--- config.mk ---
export PLATFORM = sky130hd
export DESIGN_NAME = lsm_ctrl
export DESIGN_NICKNAME = d
export VERILOG_FILES = /design/src/rtl/lsm_pkg.sv /design/src/rtl/lsm_ctrl.sv
export SDC_FILE = /design/constraint.sdc
export NUM_CORES = 1
export LEC_CHECK = 0
export BUFFER_PORTS_ARGS = -buffer_cell sky130_fd_sc_hd__buf_2
export CAP_MARGIN = 20
export CELL_PAD_IN_SITES_DETAIL_PLACEMENT = 2
export CELL_PAD_IN_SITES_GLOBAL_PLACEMENT = 2
export CORE_MARGIN = 3
export CORE_UTILIZATION = 22
export DETAILED_ROUTE_END_ITERATION = 10
export PLACE_DENSITY_LB_ADDON = 0.1
export RECOVER_POWER = 25
export SETUP_SLACK_MARGIN = 0.15
export SLEW_MARGIN = 20
export SYNTH_ARGS = -nofsm -noshare
export SYNTH_HDL_FRONTEND = slang
export SYNTH_SLANG_ARGS = --single-unit
--- constraint.sdc ---
create_clock -name clk -period 1.3 [get_ports clk]
set_input_delay 0.195 -clock clk [delete_from_list [all_inputs] [get_ports clk]]
set_output_delay 0.195 -clock clk [all_outputs]
set_load 0.005 [all_outputs]
--- src/rtl/lsm_pkg.sv ---
// shared constants, types and helpers for the ldu sparse matrix-vector block
package lsm_pkg;

  localparam int MAX_CELLS = 1024;
  localparam int CELL_AW   = $clog2(MAX_CELLS);

  localparam logic signed [47:0] SUM_MAX = 48'sh7FFF_FFFF_FFFF;
  localparam logic signed [47:0] SUM_MIN = 48'sh8000_0000_0000;

  typedef enum logic [1:0] {
    OP_LOAD = 2'd0,
    OP_FACE = 2'd1,
    OP_READ = 2'd2
  } lsm_op_t;

  // which captured operand a datapath step works on
  typedef enum logic [1:0] {
    SEL_CELL  = 2'd0,
    SEL_LOWER = 2'd1,
    SEL_UPPER = 2'd2
  } lsm_sel_t;

  typedef struct packed {
    logic     capture;
    logic     vec_rd;
    logic     mul_en;
    lsm_sel_t mul_sel;
    logic     prod_rd;
    lsm_sel_t prod_sel;
    logic     load_wr;
    logic     acc_wr;
    logic     out_en;
  } lsm_cmd_t;

  function automatic logic cell_ok(input logic [9:0] idx);
    return 32'(idx) < 32'(MAX_CELLS);
  endfunction

  function automatic logic [CELL_AW-1:0] to_addr(input logic [9:0] idx);
    return CELL_AW'(idx);
  endfunction

endpackage

--- src/rtl/lsm_ctrl.sv ---
// sequencer for load, face and read transactions
module lsm_ctrl import lsm_pkg::*; (
  input  logic       clk,
  input  logic       rst,
  input  logic       start,
  input  logic [1:0] op,
  output logic       busy,
  output logic       done,
  output lsm_cmd_t   ctl
);

  typedef enum logic [3:0] {
    S_IDLE,
    S_L_MUL,
    S_L_WR,
    S_F_RDV,
    S_F_MUL_LO,
    S_F_ACC_UP,
    S_F_RD_LO,
    S_F_ACC_LO,
    S_R_RD,
    S_R_OUT
  } state_t;

  state_t state;
  state_t state_next;

  always_comb begin
    state_next = state;
    unique case (state)
      S_IDLE: begin
        if (start) begin
          unique case (op)
            OP_LOAD: state_next = S_L_MUL;
            OP_FACE: state_next = S_F_RDV;
            OP_READ: state_next = S_R_RD;
            default: state_next = S_IDLE;
          endcase
        end
      end
      S_L_MUL:    state_next = S_L_WR;
      S_L_WR:     state_next = S_IDLE;
      S_F_RDV:    state_next = S_F_MUL_LO;
      S_F_MUL_LO: state_next = S_F_ACC_UP;
      S_F_ACC_UP: state_next = S_F_RD_LO;
      S_F_RD_LO:  state_next = S_F_ACC_LO;
      S_F_ACC_LO: state_next = S_IDLE;
      S_R_RD:     state_next = S_R_OUT;
      S_R_OUT:    state_next = S_IDLE;
      default:    state_next = S_IDLE;
    endcase
  end

  always_comb begin
    ctl          = '0;
    ctl.mul_sel  = SEL_CELL;
    ctl.prod_sel = SEL_CELL;
    unique case (state)
      S_IDLE:  ctl.capture = start;
      S_L_MUL: ctl.mul_en  = 1'b1;
      S_L_WR:  ctl.load_wr = 1'b1;
      S_F_RDV: ctl.vec_rd  = 1'b1;
      S_F_MUL_LO: begin
        ctl.mul_en   = 1'b1;
        ctl.mul_sel  = SEL_LOWER;
        ctl.prod_rd  = 1'b1;
        ctl.prod_sel = SEL_UPPER;
      end
      S_F_ACC_UP: begin
        ctl.acc_wr   = 1'b1;
        ctl.prod_sel = SEL_UPPER;
        ctl.mul_en   = 1'b1;
        ctl.mul_sel  = SEL_UPPER;
      end
      // lower cell read waits for the upper write, so a self face sees both sums
      S_F_RD_LO: begin
        ctl.prod_rd  = 1'b1;
        ctl.prod_sel = SEL_LOWER;
      end
      S_F_ACC_LO: begin
        ctl.acc_wr   = 1'b1;
        ctl.prod_sel = SEL_LOWER;
      end
      S_R_RD:  ctl.prod_rd = 1'b1;
      S_R_OUT: ctl.out_en  = 1'b1;
      default: ctl = '0;
    endcase
  end

  always_ff @(posedge clk) begin
    if (rst) begin
      state <= S_IDLE;
      busy  <= 1'b0;
      done  <= 1'b0;
    end else begin
      state <= state_next;
      busy  <= (state_next != S_IDLE);
      done  <= (state == S_R_OUT);
    end
  end

endmodule

==> impl_metrics.ini, run 1 <==
[pwr]
seqPwrFrac_pct = 40.6
intPower_w = 0.000377
irDropWorstVdd_mv = 0.260
p_leak_nw = 0.282
swShare_pct = 29.1
powerDensity_nw_per_um2 = 818
power.switching_w = 0.000155
fin_total_pwr_w = 0.000531
clockPowerShare_pct = 32.3
pwr-share-comb_pct = 27.1

[worst_setup_path]
crit_slowest_cell = dfxtp_4
critical_path.max_stage_delay_ps = 380
worstPathArrival_ps = 1050
cp.required_ps = 1110
cp-start-kind = register
critPathKind = register to primary output
cp_max_fo = 7
endpoint_kind = primary output
crit_chain = buf_6 -> nor3_2 -> buf_2

[clocking]
cts_root_buf = clkbuf_4
cts_tree = done
holdBufCountCts = 0
htreeDepth = 1
cts_made_buffers = 3
insertion_delay_ps = 240
path_clk_slew_ps = 40
cts.sinks = 6
cts_buffer_depth = 2

[placement]
dp.final_hpwl_um = 894
portBuffers = 17
pre_cts_slack_ps = -0.924
place.gp.congestion = 0.699

[synth]
async_flop_share_pct = 0
synth.cell_area_um2 = 382
synth-edff-count = 0
syn_avg_cell_area_um2 = 7.95
yosysSeqAreaShare_pct = 31.5
synth_cell_types = 21
synthesis.nets = 53
syn_inst = 48
synth_warnings = 0
synth-seq-cells = 6
synth_ff_type = dfxtp_1

[drt]
drtIter0Drc = 5
viasPerCell = 5.02
first_pass_iters = 4
wl_met2_um = 704
post_drt_wl_per_cell_um = 15.6
final_antenna_net_count = 0
drc = 0
top_layer_used = met3
drt-met1-wl_um = 652
via_count = 452
routed-wl-met3_um = 44
wl_um = 1400

[global_route]
gr-usage-all-layers_pct = 15.0
grt.overflow.total = 0
antenna_found_initial = 0
grt_max_degree = 11
grt_pass1_vias = 483
grt_first_pass_wirelength_um = 2390

[floorplan]
coreArea_um2 = 1580
die-width_um = 47.7
chipHeight_um = 47.7
dieArea_um2 = 2270
rows = 14
start_util_pct = 24.2
ios = 18

[timing]
drv_slew = 0
hold_viol_final = 0
clock_skew_ps = 6.01
setup_slack_ps = 59.2
clock.fmax_mhz = 806
finalCritPeriodShare_pct = 95.4
rsz0062_at_grt = yes
slew_headroom_pct = 59.1
fin_crit_ps = 1240
worstMarginPinSlew_ps = 599
final-setup-viol-count = 0

[flow_run]
maxCapViolCount = 0

[finish]
syn_to_final_growth_pct = 70.2
antenna_cells = 0
regArea_um2 = 135
finalNetCount = 81
multi_input_area_um2 = 274
drive_gt1_share_pct = 63.5
n_fill_cell = 183
mostFrequentLayoutCells = 13 x buf_2, 8 x buf_4, 5 x nor2_1, 4 x buf_6, 4 x dfxtp_4
final_common_cell = buf_2

[run_status]
outcome = complete, no violations

[min_path]
holdCritPathClass = input port to register
-- flip-flops by register name, indices dropped and copies added (netlist names) --
signal	cells
done	1
busy	1
state	4
-- logic make-up (layout without fill, tap and decap cells) --
family / after synthesis / count (layout) / synth area share, %
compound gates: 8 / 8 / 15.1
xor+xnor: 2 / 2 / 4.59
buf+inv: 8 / 34 / 15.7
flops: 6 / 6 / 31.5
simple gates: 24 / 24 / 33.1
-- metal layers --
metal / track usage (%) / vias up
met5: 0 / -
met4: 6.45 / 0
met3: 2.26 / 0
met2: 23.8 / 11
met1: 20.1 / 221
li1: - / 220
-- stage by stage --
stage / util (%) / hold slack, ps / std cells / setup TNS (ps) / instance area (µm²)
2_1_floorplan: - / 268 / 48 / 0 / 382
3_3_place_gp: 29.4 / 472 / 80 / 0 / 464
3_5_place_dp: 29.4 / 466 / 80 / -0.924 / 464
4_1_cts: 37.4 / 195 / 87 / 0 / 589
5_1_grt: 41.2 / 215 / 90 / -16.4 / 649
6_report: 41.2 / 210 / 90 / 0 / 649
-- critical path, delay by kind of cell (launching register included) --
kind	cells	cell delay (ps)
flip-flops	1	380
buffers and inverters	2	260
AND/OR/NAND/NOR	1	160
-- path summary, 6_finish.rpt --
path,slack [ps],endpoint,from,depth (start not counted)
min,210,state[1],rst,2
max,60,ctl[7],state[1],3
min reg2reg,530,state[0],state[0],1
max reg2reg,100,busy,state[0],2
-- Yosys cell counts, types with 2 or more instances --
library cell | instances | area (µm²)
nor3_1 | 5 | 25.0
inv_1 | 4 | 15.0
buf_6 | 4 | 45.0
nor2b_1 | 2 | 12.5
nor2_1 | 7 | 26.3
dfxtp_1 | 6 | 120
and3_1 | 2 | 12.5
xnor2_1 | 2 | 17.5
nand3_1 | 2 | 10.0
a211oi_1 | 2 | 15.0
nand2_1 | 2 | 7.51
-- power by group through the flow --
stage	registers, W	clock network (W)	logic (W)
2_1_floorplan	0.000203	0	0.0000681
3_3_place_gp	0.000216	0	0.0000893
3_5_place_dp	0.000215	0	0.0000892
4_1_cts	0.000213	0.000184	0.000113
5_1_grt	0.000218	0.000195	0.000159
6_report	0.000216	0.000172	0.000144
-- final cells by class --
type                            count  area share, %
Clock buffer                        3           3.47
Inverter                            4           3.08
Multi-Input combinational cell     34           42.2
Sequential cell                     6           20.8
Tap cell                           16           3.08
Timing Repair Buffer               27           27.4
-- repair_timing --
action | in CTS | in global routing
setup endpoints to repair | 13 | 13
gates cloned | 0 | 0
pin swaps | 2 | 4
gates resized for setup | 25 | 9
buffers inserted | 4 | 3
No activity file was read; power rests on OpenSTA's default activity.
==> inputs of run 2 (changes only) <==
CTS_BUF_LIST = sky130_fd_sc_hd__clkbuf_16   (was unset)
==> run 2 against run 1 <==
Against the previous run:
- combinational power fell by 11%
- hold slack improved by 13 ps
- sequential cell count stayed put
- cell area grew 5.8%
- wire length rose by 2.3%
- via count grew 1.3%
- total power rose by 58%
- first-iteration DRC count shrank 40%
- critical path depth stayed put
- clock power rose to 2.9 times the previous value
- fmax is 1.8% higher
- register-to-register slack better by 60 ps
==> impl_metrics.ini, run 2 (synthesis results as in run 1) <==
[run_status]
outcome = complete, no violations

[floorplan]
ios = 18
start_util_pct = 24.2
die-width_um = 47.7
rows = 14
dieArea_um2 = 2270
chipHeight_um = 47.7
coreArea_um2 = 1580

[worst_setup_path]
endpoint_kind = primary output
crit_slowest_cell = dfxtp_4
critical_path.max_stage_delay_ps = 370
critPathKind = register to primary output
cp-start-kind = register
worstPathArrival_ps = 1020
crit_chain = nand2b_4 -> nor3_2 -> buf_2
cp_max_fo = 7
cp.required_ps = 1110

[timing]
clock_skew_ps = 2.14
worstMarginPinSlew_ps = 464
final-setup-viol-count = 0
finalCritPeriodShare_pct = 93.7
timing.hold.ws_ps = 223
clock.fmax_mhz = 821
fin_crit_ps = 1220
setup_slack_ps = 81.4
slew_headroom_pct = 68.3
drv_slew = 0
hold_viol_final = 0
rsz0062_at_grt = yes
tns_ps = 0

[finish]
finalNetCount = 81
syn_to_final_growth_pct = 80.0
largest_reg_flops = 4
multi_input_area_um2 = 265
final_common_cell = buf_2
antenna_cells = 0
fin_area_um2 = 687
largest_register = state
regArea_um2 = 135
mostFrequentLayoutCells = 14 x buf_2, 8 x buf_4, 5 x nor2_1, 4 x dfxtp_4
n_fill_cell = 180
largestRegisters = state x4, busy x1, done x1
drive_gt1_share_pct = 62.2

[drt]
routed-wl-met3_um = 53
via_count = 458
drc = 0
viasPerCell = 5.09
wl_met2_um = 719
top_layer_used = met4
first_pass_iters = 3
drt-met1-wl_um = 651
post_drt_wl_per_cell_um = 15.9
drtIter0Drc = 3
wl_um = 1430
final_antenna_net_count = 0

[min_path]
holdCritPathClass = input port to register

[global_route]
grt_first_pass_wirelength_um = 2350
gr-usage-all-layers_pct = 15.1
grt_pass1_vias = 486
grt_max_degree = 11
grt.overflow.total = 0
antenna_found_initial = 0

[flow_run]
maxCapViolCount = 0

[clocking]
path_clk_slew_ps = 30
cts_tree = done
holdBufCountCts = 0
cts_made_buffers = 3
cts_root_buf = clkbuf_16
insertion_delay_ps = 230
htreeDepth = 1
cts_buffer_depth = 2
cts.sinks = 6

[placement]
portBuffers = 17
dpl_cell_area_um2 = 464
dp.final_hpwl_um = 894
place.gp.congestion = 0.699
pre_cts_slack_ps = -0.924

[pwr]
powerDensity_nw_per_um2 = 1220
p_leak_nw = 0.300
irDropWorstVdd_mv = 0.507
## run 2: cell counts in the layout (fill, tap and decap cells not counted)
Identical to the previous run, type by type.
## run 2: path summary, 6_finish.rpt
path,startpoint,endpoint,slack [ps],depth (start not counted)
worst max-delay path,state[3],ctl[7],80,3
worst min-delay path,rst,state[1],220,2
worst max register to register,state[2],state[1],160,3
worst min register to register,state[0],state[0],530,1
## run 2: layout make-up
type | instances | area share, %
repair buffers | 27 | 25.0
inverters | 4 | 2.91
clock buffers | 3 | 10.9
multi-input cells | 34 | 38.6
well taps | 16 | 2.91
flip-flops and latches | 6 | 19.7
## run 2: report_power, final
| group | leakage [nW] | switching (W) | total (W) | internal (W) |
|---|---|---|---|---|
| Sequential | 0.0520 | 0.0000222 | 0.000215 | 0.000193 |
| Clock | 0.0370 | 0.000103 | 0.000497 | 0.000395 |
| Combinational | 0.212 | 0.0000594 | 0.000128 | 0.0000688 |
| Total | 0.300 | 0.000184 | 0.000841 | 0.000656 |
## run 2: critical path: cells and delay by family (launching register included)
family                 cells  cell delay, ps
flip-flops                 1             370
AND/OR/NAND/NOR            2             290
buffers and inverters      1             130
## run 2: what timing repair did
action                     in CTS  in global routing
gates cloned                    0                  0
pin swaps                       2                  4
resized for setup              25                  6
setup buffers                   3                  4
setup endpoints to repair      13                 13
hold endpoints to repair        0                  0
## run 2: metal layers
layer | GRT usage (%) | vias up
li1 | - | 224
met1 | 19.9 | 218
met2 | 23.5 | 14
met3 | 3.38 | 2
met4 | 6.45 | 0
met5 | 0 | -
## run 2: metrics by stage
step / total power, W / cells / util [%]
final: 0.000841 / 90 / 43.6
after global routing: 0.000883 / 90 / 43.6
after CTS: 0.000831 / 86 / 40.2
after detailed placement: 0.000305 / 80 / 29.4
after global placement: 0.000306 / 80 / 29.4
after floorplan: 0.000271 / 48 / -
==> inputs of run 3 (changes only) <==
BUFFER_PORTS_ARGS = -buffer_cell sky130_fd_sc_hd__buf_4   (was -buffer_cell sky130_fd_sc_hd__buf_2)
==> run 3 against run 2 <==
Against the previous run:
- register-to-register slack got worse by 40 ps
- clock-buffer cell count stayed put
- critical path type unchanged
- sequential cell count unchanged
- clock skew decreased by 1.8 ps
- cell count shrank 1.1%
- hold slack got worse by 48 ps
- largest power group unchanged
- fmax shrank 1.2%
- largest cell class unchanged
==> impl_metrics.ini, run 3 (synthesis results as in run 1) <==
[drt]
drc = 0
drtIter0Drc = 2
via_count = 438
wl_um = 1310
post_drt_wl_per_cell_um = 14.7
first_pass_iters = 2
final_antenna_net_count = 0
viasPerCell = 4.92

[worst_setup_path]
critPathKind = register to primary output
cp.required_ps = 1110
endpoint_kind = primary output
cp-start-kind = register
worstPathArrival_ps = 1040
cp_max_fo = 7

[timing]
final-setup-viol-count = 0
clock.fmax_mhz = 811
drv_slew = 0
setup_slack_ps = 66.5
fin_crit_ps = 1230
slew_headroom_pct = 70.1
worstMarginPinSlew_ps = 448
tns_ps = 0
clock_skew_ps = 0.380
hold_viol_final = 0
finalCritPeriodShare_pct = 94.9
rsz0062_at_grt = yes

[floorplan]
ios = 18
start_util_pct = 24.2
coreArea_um2 = 1580
die-width_um = 47.7
dieArea_um2 = 2270
chipHeight_um = 47.7
rows = 14

[clocking]
cts.sinks = 6
cts_buffer_depth = 2
cts_tree = done
cts_made_buffers = 3
path_clk_slew_ps = 30
insertion_delay_ps = 230
holdBufCountCts = 0
cts_root_buf = clkbuf_16
htreeDepth = 1

[pwr]
fin_total_pwr_w = 0.000860
p_leak_nw = 0.313
powerDensity_nw_per_um2 = 1160
irDropWorstVdd_mv = 0.450

[placement]
pre_cts_slack_ps = 86.3
portBuffers = 17
place_inst = 82
place.gp.congestion = 0.697
dp.final_hpwl_um = 945

[min_path]
holdCritPathClass = input port to register

[finish]
multi_input_area_um2 = 278
final_common_cell = buf_4
largest_register = state
n_fill_cell = 170
antenna_cells = 0
largest_reg_flops = 4
drive_gt1_share_pct = 65.8
fin_cells = 89
regArea_um2 = 135
mostFrequentLayoutCells = 19 x buf_4, 5 x buf_6, 4 x nor2_1, 4 x dfxtp_4, 3 x clkbuf_16
finalNetCount = 80
largestRegisters = state x4, busy x1, done x1
syn_to_final_growth_pct = 94.4

[global_route]
grt.overflow.total = 0
grt_first_pass_wirelength_um = 1970
grt_max_degree = 8
antenna_found_initial = 0
gr-usage-all-layers_pct = 12.8
grt_pass1_vias = 465

[run_status]
outcome = complete, no violations

[flow_run]
maxCapViolCount = 0
-- run 3: cell type report --
cell class	count	area share, %
clock buffer	3	10.1
multi-input combinational	34	37.4
inverter	4	2.70
sequential	6	18.2
timing repair buffer	26	28.8
tap	16	2.70
-- run 3: path summary, 6_finish.rpt --
check | from | end | slack [ps] | cells after the start
max | state[3] | ctl[5] | 70 | 3
min | rst | state[1] | 170 | 2
max reg2reg | state[2] | state[1] | 120 | 4
min reg2reg | state[3] | done | 570 | 2
-- run 3: report_power, final --
part	switching, W	leakage, nW	internal, W
sequential	0.0000209	0.0520	0.000193
combinational	0.0000618	0.224	0.0000864
clock	0.000103	0.0370	0.000395
-- run 3: per-layer routing --
layer / up-vias / wire length (µm) / GRT usage (%) / part of all wire, %
met1: 204 / 615 / 15.0 / 47
li1: 218 / - / - / -
met2: 14 / 627 / 20.3 / 48
met4: 0 / 15 / 8.06 / 1.1
met3: 2 / 54 / 3.76 / 4.1
met5: - / 0 / 0 / 0
-- run 3: repair_timing --
action,CTS,global route
setup endpoints to repair,13,13
setup buffers,3,1
pin swaps,5,2
resized for setup,27,10
-- run 3: critical path: stages (launching register included) --
cell and delay (ps):
dfxtp_4 360, nand2b_4 190, a21oi_2 140, buf_4 120
-- run 3: stage by stage --
step                instance area (µm²)  util (%)  hold slack [ps]
finish                              742      47.1              175
global route                        742      47.1              181
CTS                                 701      44.4              179
detailed placement                  522      33.1              425
global placement                    522      33.1              429
floorplan                           382         -              268
